## config.mk

```make
export PLATFORM = sky130hd
export DESIGN_NAME = vna_ctrl
export DESIGN_NICKNAME = d
export VERILOG_FILES = /design/src/vna_pkg.sv /design/src/vna_ctrl.sv
export SDC_FILE = /design/constraint.sdc
export NUM_CORES = 1
export LEC_CHECK = 0
export BUFFER_PORTS_ARGS = -buffer_cell sky130_fd_sc_hd__buf_2
export CORE_MARGIN = 8
export CORE_UTILIZATION = 57
export DETAILED_ROUTE_END_ITERATION = 12
export GPL_ROUTABILITY_DRIVEN = 0
export PLACE_DENSITY = 0.8
export SLEW_MARGIN = 25
export SYNTH_ARGS = -nofsm -noshare
export SYNTH_HDL_FRONTEND = slang
export SYNTH_SLANG_ARGS = --single-unit
```

## constraint.sdc

```tcl
create_clock -name clock -period 2.5 [get_ports clock]
set_clock_uncertainty 0.15 [all_clocks]
set_input_delay 0.125 -clock clock [delete_from_list [all_inputs] [get_ports clock]]
set_output_delay 0.125 -clock clock [all_outputs]
set_load 0.05 [all_outputs]
```

## src/vna_pkg.sv

```systemverilog
// Package for the vertex normal accumulator: widths, datapath command codes
// and the command and status structs shared by the controller and datapath.
// No dependencies.
package vna_pkg;

   localparam int VERTEX_COUNT = 1024;
   localparam int INDEX_BITS   = 10;
   localparam int ADDR_BITS    = 10;
   localparam int COORD_BITS   = 24;
   localparam int ACC_BITS     = 24;
   localparam int FRAC_BITS    = 14;
   localparam int NORM_BITS    = 16;

   localparam int EDGE_BITS  = COORD_BITS + 1;
   localparam int PROD_BITS  = 2 * EDGE_BITS;
   localparam int CROSS_BITS = PROD_BITS + 1;
   localparam int MAG_LIMIT  = 30;
   localparam int SQ_BITS    = 2 * MAG_LIMIT;
   localparam int SUM_BITS   = SQ_BITS + 2;
   localparam int ROOT_BITS  = SUM_BITS / 2;
   localparam int BIT_BITS   = SUM_BITS + 1;
   localparam int QUO_BITS   = FRAC_BITS + 1;
   localparam int NUM_BITS   = MAG_LIMIT + FRAC_BITS + 1;
   localparam int SQRT_STEPS = BIT_BITS / 2 + 1;

   localparam logic [1:0] ACT_LOAD = 2'd0;
   localparam logic [1:0] ACT_TRI  = 2'd1;
   localparam logic [1:0] ACT_READ = 2'd2;
   localparam logic [1:0] ACT_NOP  = 2'd3;

   localparam logic [4:0] OP_NONE      = 5'd0;
   localparam logic [4:0] OP_CLEAR     = 5'd1;
   localparam logic [4:0] OP_ACCEPT    = 5'd2;
   localparam logic [4:0] OP_LOAD_WR   = 5'd3;
   localparam logic [4:0] OP_POS_RD    = 5'd4;
   localparam logic [4:0] OP_EDGE      = 5'd5;
   localparam logic [4:0] OP_CROSS     = 5'd6;
   localparam logic [4:0] OP_ACC_CAP   = 5'd7;
   localparam logic [4:0] OP_NORM_INIT = 5'd8;
   localparam logic [4:0] OP_SHIFT     = 5'd9;
   localparam logic [4:0] OP_SQ        = 5'd10;
   localparam logic [4:0] OP_SQRT_INIT = 5'd11;
   localparam logic [4:0] OP_SQRT_ITER = 5'd12;
   localparam logic [4:0] OP_DIV_INIT  = 5'd13;
   localparam logic [4:0] OP_DIV_ITER  = 5'd14;
   localparam logic [4:0] OP_DIV_DONE  = 5'd15;
   localparam logic [4:0] OP_ACC_RD    = 5'd16;
   localparam logic [4:0] OP_ACC_WR    = 5'd17;
   localparam logic [4:0] OP_OUT       = 5'd18;

   typedef struct packed {
      logic [4:0]           op;
      logic [2:0]           sel;
      logic [ADDR_BITS-1:0] addr;
   } cmd_type;

   typedef struct packed {
      logic       zero;
      logic       big;
      logic       a_ok;
      logic       tri_ok;
      logic [1:0] action;
   } status_type;

endpackage

```

## src/vna_ctrl.sv

```systemverilog
// Controller of the vertex normal accumulator: sequences the clearing pass
// and each word's steps, and holds the handshake state. Depends on vna_pkg.
module vna_ctrl (
   input  logic                clock,
   input  logic                reset,
   input  logic                req_valid,
   output logic                req_ready,
   output logic                rsp_valid,
   input  logic                rsp_ready,
   input  vna_pkg::status_type status,
   output vna_pkg::cmd_type    cmd
);

   localparam logic [4:0] S_CLEAR     = 5'd0;
   localparam logic [4:0] S_IDLE      = 5'd1;
   localparam logic [4:0] S_LOAD      = 5'd2;
   localparam logic [4:0] S_TRI_RD    = 5'd3;
   localparam logic [4:0] S_EDGE      = 5'd4;
   localparam logic [4:0] S_CROSS     = 5'd5;
   localparam logic [4:0] S_RD_A      = 5'd6;
   localparam logic [4:0] S_RD_CAP    = 5'd7;
   localparam logic [4:0] S_NORM      = 5'd8;
   localparam logic [4:0] S_SHIFT     = 5'd9;
   localparam logic [4:0] S_SQ        = 5'd10;
   localparam logic [4:0] S_SQRT_INIT = 5'd11;
   localparam logic [4:0] S_SQRT      = 5'd12;
   localparam logic [4:0] S_LEN       = 5'd13;
   localparam logic [4:0] S_DIV_INIT  = 5'd14;
   localparam logic [4:0] S_DIV       = 5'd15;
   localparam logic [4:0] S_DIV_DONE  = 5'd16;
   localparam logic [4:0] S_FINISH    = 5'd17;
   localparam logic [4:0] S_ACC_RD    = 5'd18;
   localparam logic [4:0] S_ACC_WR    = 5'd19;
   localparam logic [4:0] S_OUT       = 5'd20;

   logic [4:0]                     state_ff, state_in;
   logic [5:0]                     cnt_ff, cnt_in;
   logic [1:0]                     idx_ff, idx_in;
   logic [vna_pkg::ADDR_BITS-1:0]  clr_ff, clr_in;
   logic                           rsp_valid_ff, rsp_valid_in;

   assign req_ready = state_ff == S_IDLE;
   assign rsp_valid = rsp_valid_ff;

   always_comb begin
      state_in = state_ff;
      cnt_in   = cnt_ff;
      idx_in   = idx_ff;
      clr_in   = clr_ff;
      cmd.op   = vna_pkg::OP_NONE;
      cmd.sel  = '0;
      cmd.addr = clr_ff;
      rsp_valid_in = rsp_valid_ff && !rsp_ready;
      unique case (state_ff)
         S_CLEAR: begin
            cmd.op = vna_pkg::OP_CLEAR;
            clr_in = clr_ff + 1'b1;
            if (32'(clr_ff) == vna_pkg::VERTEX_COUNT - 1) state_in = S_IDLE;
         end
         S_IDLE: begin
            if (req_valid) begin
               cmd.op = vna_pkg::OP_ACCEPT;
               cnt_in = '0;
               idx_in = '0;
               state_in = S_TRI_RD;
            end
         end
         S_LOAD: begin
            cmd.op = vna_pkg::OP_LOAD_WR;
            state_in = S_IDLE;
         end
         S_TRI_RD: begin
            // Dispatch happens here, in the cycle after the word is latched.
            if (cnt_ff == '0 && status.action != vna_pkg::ACT_TRI) begin
               unique case (status.action)
                  vna_pkg::ACT_LOAD: state_in = S_LOAD;
                  vna_pkg::ACT_READ: state_in = S_RD_A;
                  default:           state_in = S_IDLE;
               endcase
            end else if (cnt_ff == '0 && !status.tri_ok) begin
               state_in = S_IDLE;
            end else begin
               cmd.op  = vna_pkg::OP_POS_RD;
               cmd.sel = 3'(cnt_ff);
               cnt_in  = cnt_ff + 1'b1;
               if (cnt_ff == 6'd2) state_in = S_EDGE;
            end
         end
         S_EDGE: begin
            cmd.op = vna_pkg::OP_EDGE;
            cnt_in = '0;
            state_in = S_CROSS;
         end
         S_CROSS: begin
            cmd.op  = vna_pkg::OP_CROSS;
            cmd.sel = 3'(cnt_ff);
            cnt_in  = cnt_ff + 1'b1;
            if (cnt_ff == 6'd6) state_in = S_NORM;
         end
         S_RD_A: begin
            cmd.op  = vna_pkg::OP_ACC_RD;
            state_in = S_RD_CAP;
         end
         S_RD_CAP: begin
            cmd.op = vna_pkg::OP_ACC_CAP;
            state_in = S_NORM;
         end
         S_NORM: begin
            cmd.op = vna_pkg::OP_NORM_INIT;
            state_in = S_SHIFT;
         end
         S_SHIFT: begin
            cnt_in = '0;
            if (status.zero) state_in = S_FINISH;
            else if (status.big) cmd.op = vna_pkg::OP_SHIFT;
            else state_in = S_SQ;
         end
         S_SQ: begin
            cmd.op  = vna_pkg::OP_SQ;
            cmd.sel = 3'(cnt_ff);
            cnt_in  = cnt_ff + 1'b1;
            if (cnt_ff == 6'd3) state_in = S_SQRT_INIT;
         end
         S_SQRT_INIT: begin
            cmd.op = vna_pkg::OP_SQRT_INIT;
            cnt_in = '0;
            state_in = S_SQRT;
         end
         S_SQRT: begin
            cmd.op = vna_pkg::OP_SQRT_ITER;
            cnt_in = cnt_ff + 1'b1;
            if (32'(cnt_ff) == vna_pkg::SQRT_STEPS - 1) state_in = S_LEN;
         end
         S_LEN: begin
            cmd.op  = vna_pkg::OP_DIV_INIT;
            cmd.sel = '0;
            idx_in  = '0;
            state_in = S_DIV_INIT;
         end
         S_DIV_INIT: begin
            cmd.op  = vna_pkg::OP_DIV_INIT;
            cmd.sel = {1'b0, idx_ff} + 3'd1;
            cnt_in  = '0;
            state_in = S_DIV;
         end
         S_DIV: begin
            cmd.op = vna_pkg::OP_DIV_ITER;
            cnt_in = cnt_ff + 1'b1;
            if (32'(cnt_ff) == vna_pkg::QUO_BITS - 1) state_in = S_DIV_DONE;
         end
         S_DIV_DONE: begin
            cmd.op  = vna_pkg::OP_DIV_DONE;
            cmd.sel = {1'b0, idx_ff};
            idx_in  = idx_ff + 1'b1;
            state_in = (idx_ff == 2'd2) ? S_FINISH : S_DIV_INIT;
         end
         S_FINISH: begin
            idx_in = '0;
            state_in = (status.action == vna_pkg::ACT_READ) ? S_OUT : S_ACC_RD;
         end
         S_ACC_RD: begin
            cmd.op  = vna_pkg::OP_ACC_RD;
            cmd.sel = {1'b0, idx_ff};
            state_in = S_ACC_WR;
         end
         S_ACC_WR: begin
            cmd.op  = vna_pkg::OP_ACC_WR;
            cmd.sel = {1'b0, idx_ff};
            idx_in  = idx_ff + 1'b1;
            state_in = (idx_ff == 2'd2) ? S_IDLE : S_ACC_RD;
         end
         S_OUT: begin
            if (!rsp_valid_ff || rsp_ready) begin
               cmd.op = vna_pkg::OP_OUT;
               rsp_valid_in = 1'b1;
               state_in = S_IDLE;
            end
         end
         default: state_in = S_IDLE;
      endcase
   end

   always_ff @(posedge clock) begin
      if (reset) begin
         state_ff     <= S_CLEAR;
         cnt_ff       <= '0;
         idx_ff       <= '0;
         clr_ff       <= '0;
         rsp_valid_ff <= 1'b0;
      end else begin
         state_ff     <= state_in;
         cnt_ff       <= cnt_in;
         idx_ff       <= idx_in;
         clr_ff       <= clr_in;
         rsp_valid_ff <= rsp_valid_in;
      end
   end

endmodule

```

# Word-level counts from Yosys, hierarchy flattened
# Cells that the tools add are included.
[totals]
in_bits = 10
out_inout_bits = 20
mem_count = 0
word_cells = 105
romBits = 0
regBits = 24
latch_bits = 0
mem_bits_rw = 0
[classes]
n_mux = 33
n_bitwise = 0
mul = 0
n_div = 0
n_eq_ne = 40
n_shift = 0
magnitude_cmp = 0
reduce_logical = 23
addsub = 4
[ops]
columns = ["cell", "n"]
rows = [
  ["5-bit case mux with 20 select lines", 1],
  ["5-bit case mux with 18 select lines", 1],
  ["5-bit 2-to-1 mux", 15],
  ["5-bit by 4-bit == test with 1-bit output, second input constant", 8],
  ["6-bit 2-to-1 mux", 5],
  ["5-bit == test, second input constant", 5],
  ["6-bit case mux with 4 select lines", 1],
  ["5-bit by 3-bit == test with 1-bit output, second input constant", 4],
  ["2-bit != test, second input constant", 9],
  ["6-bit by 2-bit == test with 1-bit output, second input constant", 2],
  ["3-bit case mux with 4 select lines", 1],
  ["10-bit by 1-bit adder with 10-bit output, second input constant", 1],
  ["10-bit == test, second input constant", 1],
  ["5-bit by 2-bit == test with 1-bit output, second input constant", 2],
  ["2-bit OR reduction", 5],
  ["9-bit AND reduction", 1],
  ["4-bit 2-to-1 mux", 2],
  ["4-bit OR reduction", 2],
  ["6-bit by 1-bit adder with 6-bit output, second input constant", 1],
  ["6-bit by 3-bit == test with 1-bit output, second input constant", 1],
  ["6-bit by 4-bit == test with 1-bit output, second input constant", 1],
  ["6-bit by 5-bit == test with 1-bit output, second input constant", 1],
  ["6-bit logical NOT", 1],
  ["2-bit case mux with 3 select lines", 1],
  ["other kinds (21)", 28],
]

# Logic depth before layout (Yosys ltp)
[depth]
ltp_word = 5
ltp_mapped = 9
mapped_depth_nobuf = 8

# Worst setup path before layout
# Ideal clock, no wire load.
[synth_timing]
kind = "flip-flop to output port"
startpoint = "reg state_ff[4]"
endpoint = "out cmd[15] (netlist bit)"
required_time_ps = 2225
arrival_ps = 2269
path_buffers = 2
slack_ps = -44
stages_incl_launch_ff = 6
cell_sequence = "dfxtp_1 clkbuf_1 clkbuf_1 nand3_1 o31a_1 o21ai_0"
[synth_lines]
columns = ["item", "line_no", "rtl"]
rows = [
  ["start, declared", "vna_ctrl.sv:36", "logic [4:0] state_ff, state_in;"],
  ["start signal, assigned", "vna_ctrl.sv:191", "state_ff <= state_in;"],
  ["end, declared", "vna_ctrl.sv:11", "output vna_pkg::cmd_type cmd"],
]

# Worst setup path in the final report
[layout_timing]
startpoint = "reg cnt_ff[0]"
endpoint = "reg state_ff[2]"
[layout_between]
elab_chain_cells = 5
word_cells_on_any_way = 17
classes_between = "10 x eq/ne; 3 x mux; 4 x reduce/logical"
[layout_rtl]
columns = ["item", "line_no", "rtl"]
rows = [
  ["start, declared", "vna_ctrl.sv:37", "logic [5:0] cnt_ff, cnt_in;"],
  ["start signal, assigned", "vna_ctrl.sv:192", "cnt_ff <= cnt_in;"],
  ["6-bit logical NOT", "vna_ctrl.sv:74, vna_ctrl.sv:80", ""],
  ["1-bit logical AND", "vna_ctrl.sv:80", "end else if (cnt_ff == '0 && !status.tri_ok) begin"],
  ["5-bit 2-to-1 mux", "vna_ctrl.sv:80", ""],
  ["5-bit 2-to-1 mux", "vna_ctrl.sv:74", "if (cnt_ff == '0 && status.action != vna_pkg::ACT_TRI) begin"],
  ["5-bit case mux with 20 select lines", "vna_ctrl.sv:54", "unique case (state_ff)"],
]
# Several ways; a longest one is shown, not always the timed one.
# A chain may end at the register's enable or synchronous reset.

==> flow_summary.json <==
{
  "gr-usage-met3_pct": 3.99,
  "crit_type": "reg -> reg",
  "final_max_slew_viol_count": 0,
  "syn_nets": 295,
  "vias": 2197,
  "postRouteAntennaNets": 0,
  "syn_to_final_growth_pct": 17.5,
  "post-route-period-util_pct": 95.6,
  "row_count": 21,
  "die-area_um2": 5600,
  "ys_seq_area_share_pct": 24.4,
  "p_clk_share_pct": 14.8,
  "async_reset_ff_share_pct": 0,
  "hold_viol_final": 0,
  "clock_latency_ps": 310,
  "track_usage_pct": 20.9,
  "fin_util_pct": 69.4,
  "first_iter_violations": 384,
  "drt_pass1_iterations": 5,
  "worstPathArrival_ps": 2480,
  "top_usage_layer": "met2",
  "start_util_pct": 59.1,
  "cts_made_buffers": 3,
  "worstPathCellList": "inv_2, ha_1, or4bb_4, o2111ai_1, o2111a_1, and4_4, nor2_2, a311oi_2",
  "grt_overflow": 0,
  "final_common_cell": "nor2_1",
  "synth_edf_count": 0,
  "outcome": "completed",
  "synth_cell_types": 55,
  "finalSetupViolCount": 0,
  "drt-total-wl_mm": 5.69,
  "avgSynthCellArea_um2": 7.06,
  "synth_area_um2": 1970,
  "io_pins": 30,
  "n_antenna_cell": 0,
  "syn_inst": 279,
  "dpl_cell_area_um2": 2210,
  "power_frac_comb_pct": 59.7,
  "die_y_um": 74.8,
  "crit_family": "simple AND/OR/NAND/NOR gates",
  "final_nets": 326,
  "final_cell_mix": "40 x nor2_1, 29 x a21oi_1, 27 x buf_2, 22 x o21ai_0, 16 x dfxtp_1",
  "critical_path_required_ps": 2590,
  "p_leak_nw": 0.939,
  "final_cell_area_um2": 2310,
  "ys_ff_latch": 24,
  "detail_route.wl_per_cell_um": 16.0,
  "antenna_found_initial": 0,
  "hp-class": "in -> reg",
  "critPathLaunchType": "register",
  "cts_tree": "yes",
  "drv_cap": 0,
  "synthFlopType": "dfxtp_1",
  "cp-end-kind": "register",
  "switchingPower_mw": 0.915,
  "maxSlewHeadroom_pct": 61.7,
  "die_w_um": 74.8,
  "clk_path_buf_depth": 2,
  "slowest_delay_ps": 550,
  "dp_hpwl_mm": 4.19,
  "clkSlewWorstSetupHoldPaths_ps": 130,
  "cts_root_buf": "clkbuf_4",
  "grt_max_degree": 27,
  "seqPwrFrac_pct": 25.5,
  "irDropWorstVdd_v": 0.000603,
  "gr-usage-met1_pct": 27.0,
  "fp.coreArea_um2": 3340,
  "htreeDepth": 1,
  "met2_usage_pct": 32.7,
  "grt_pass1_wl_mm": 9.32,
  "drive_gt1_share_pct": 23.3,
  "cp_num_buf_inv": 1,
  "cpMaxStageDelayCell": "or4bb_4",
  "intPower_mw": 0.988,
  "critPathMaxFanout": 6,
  "pwr_density_cell_nw_per_um2": 822,
  "fillCellCount": 303,
  "clock-sinks": 24,
  "ys_warn_count": 0,
  "first_global_vias": 2055,
  "via_per_inst": 6.19,
  "period_needed_ps": 2390,
  "port_buffers": 28,
  "fmax_mhz": 419,
  "worstMarginPinSlew_ps": 573,
  "drcViolationCount": 0,
  "swShare_pct": 48.1
}
kinds of logic after synthesis:
kind of cell    after synthesis  share of synthesized area, %
compound gates               84                          27.2
fa+ha+maj                     6                          3.81
buf+inv                      30                          7.05
flops                        24                          24.4
mux                           2                          1.08
xor+xnor                      9                          4.00
simple gates                124                          32.4
worst reg2reg max path, stage by stage, from the launching register on:
cell       delay (ps)
dfxtp_2           360
inv_2              90
ha_1              180
or4bb_4           550
o2111ai_1         190
o2111a_1          250
and4_4            280
nor2_2             50
a311oi_2          220
cell usage after synthesis, drive strengths merged (3+ instances only):
cell    count  area, um^2
nor3        7        35.0
nand2b      6        37.5
inv        12        45.0
clkbuf      8        30.0
o21ai      23         115
and3        6        37.5
ha          6        75.1
a221o       3        30.0
nor2b       9        56.3
a211oi      4        30.0
xor2        3        26.3
or3         4        25.0
and2        5        31.3
a21oi      29         145
nor2       41         156
nand2      14        52.6
xnor2       6        52.6
nand3      15        75.1
buf        10        63.8
o211ai      3        27.5
dfxtp      24         480
nand4       4        25.0
metrics by stage:
step           std cells  worst slack, ps  hold slack [ps]  setup TNS [ps]  total power [mW]
6_report             355              111             31.6               0              1.90
5_1_grt              355            -14.9             37.5           -28.1              2.04
4_1_cts              354             4.34             17.5               0              1.87
3_5_place_dp         350             25.5              346               0              1.58
3_3_place_gp         350             70.4              333               0              1.57
2_1_floorplan        279              255              184               0              1.32
cell type report:
class	instances	area, um^2	area share [%]
inverter	12	45.0	1.95
multi-input combinational	225	1390	59.9
clock buffer	3	22.5	0.973
timing repair buffer	44	279	12.1
tap	46	57.6	2.49
sequential	24	493	21.3
clock inverter	1	30.0	1.30
power groups by stage:
stage | combinational, mW | clock (mW) | sequential (mW)
2_1_floorplan | 0.802 | 0 | 0.513
3_3_place_gp | 1.09 | 0 | 0.486
3_5_place_dp | 1.09 | 0 | 0.487
4_1_cts | 1.10 | 0.292 | 0.479
5_1_grt | 1.25 | 0.302 | 0.491
6_report | 1.14 | 0.281 | 0.485
worst paths after layout:
kind / start / to / slack (ps) / cells after the start
setup / recovery: cnt_ff[0]$_SDFFE_PP0P_ / state_ff[2]$_SDFFE_PP0P_ / 110 / 8
hold / removal: rsp_ready / rsp_valid$_SDFF_PP0_ / 30 / 3
setup reg to reg: cnt_ff[0]$_SDFFE_PP0P_ / state_ff[2]$_SDFFE_PP0P_ / 110 / 8
hold reg to reg: clr_ff[8]$_SDFFE_PP0P_ / clr_ff[8]$_SDFFE_PP0P_ / 360 / 2
flip-flops by register name, indices dropped and copies added (netlist names):
register   cells
idx_ff         2
cnt_ff         6
clr_ff        10
state_ff       5
rsp_valid      1
routing by layer:
| layer | vias to the layer above | share of wire (%) |
|---|---|---|
| met5 | - | 0 |
| met4 | 0 | 3.7 |
| met3 | 18 | 6.5 |
| met2 | 95 | 46 |
| met1 | 1014 | 44 |
| li1 | 1070 | - |
what timing repair did:
action                                  in CTS  in global routing
pin swaps                                    0                  3
hold buffers                                 0                  0
setup buffers                                0                  1
resized for setup                            3                 17
endpoints found under the setup margin       3                  9
No activity file was read; power rests on OpenSTA's default activity.
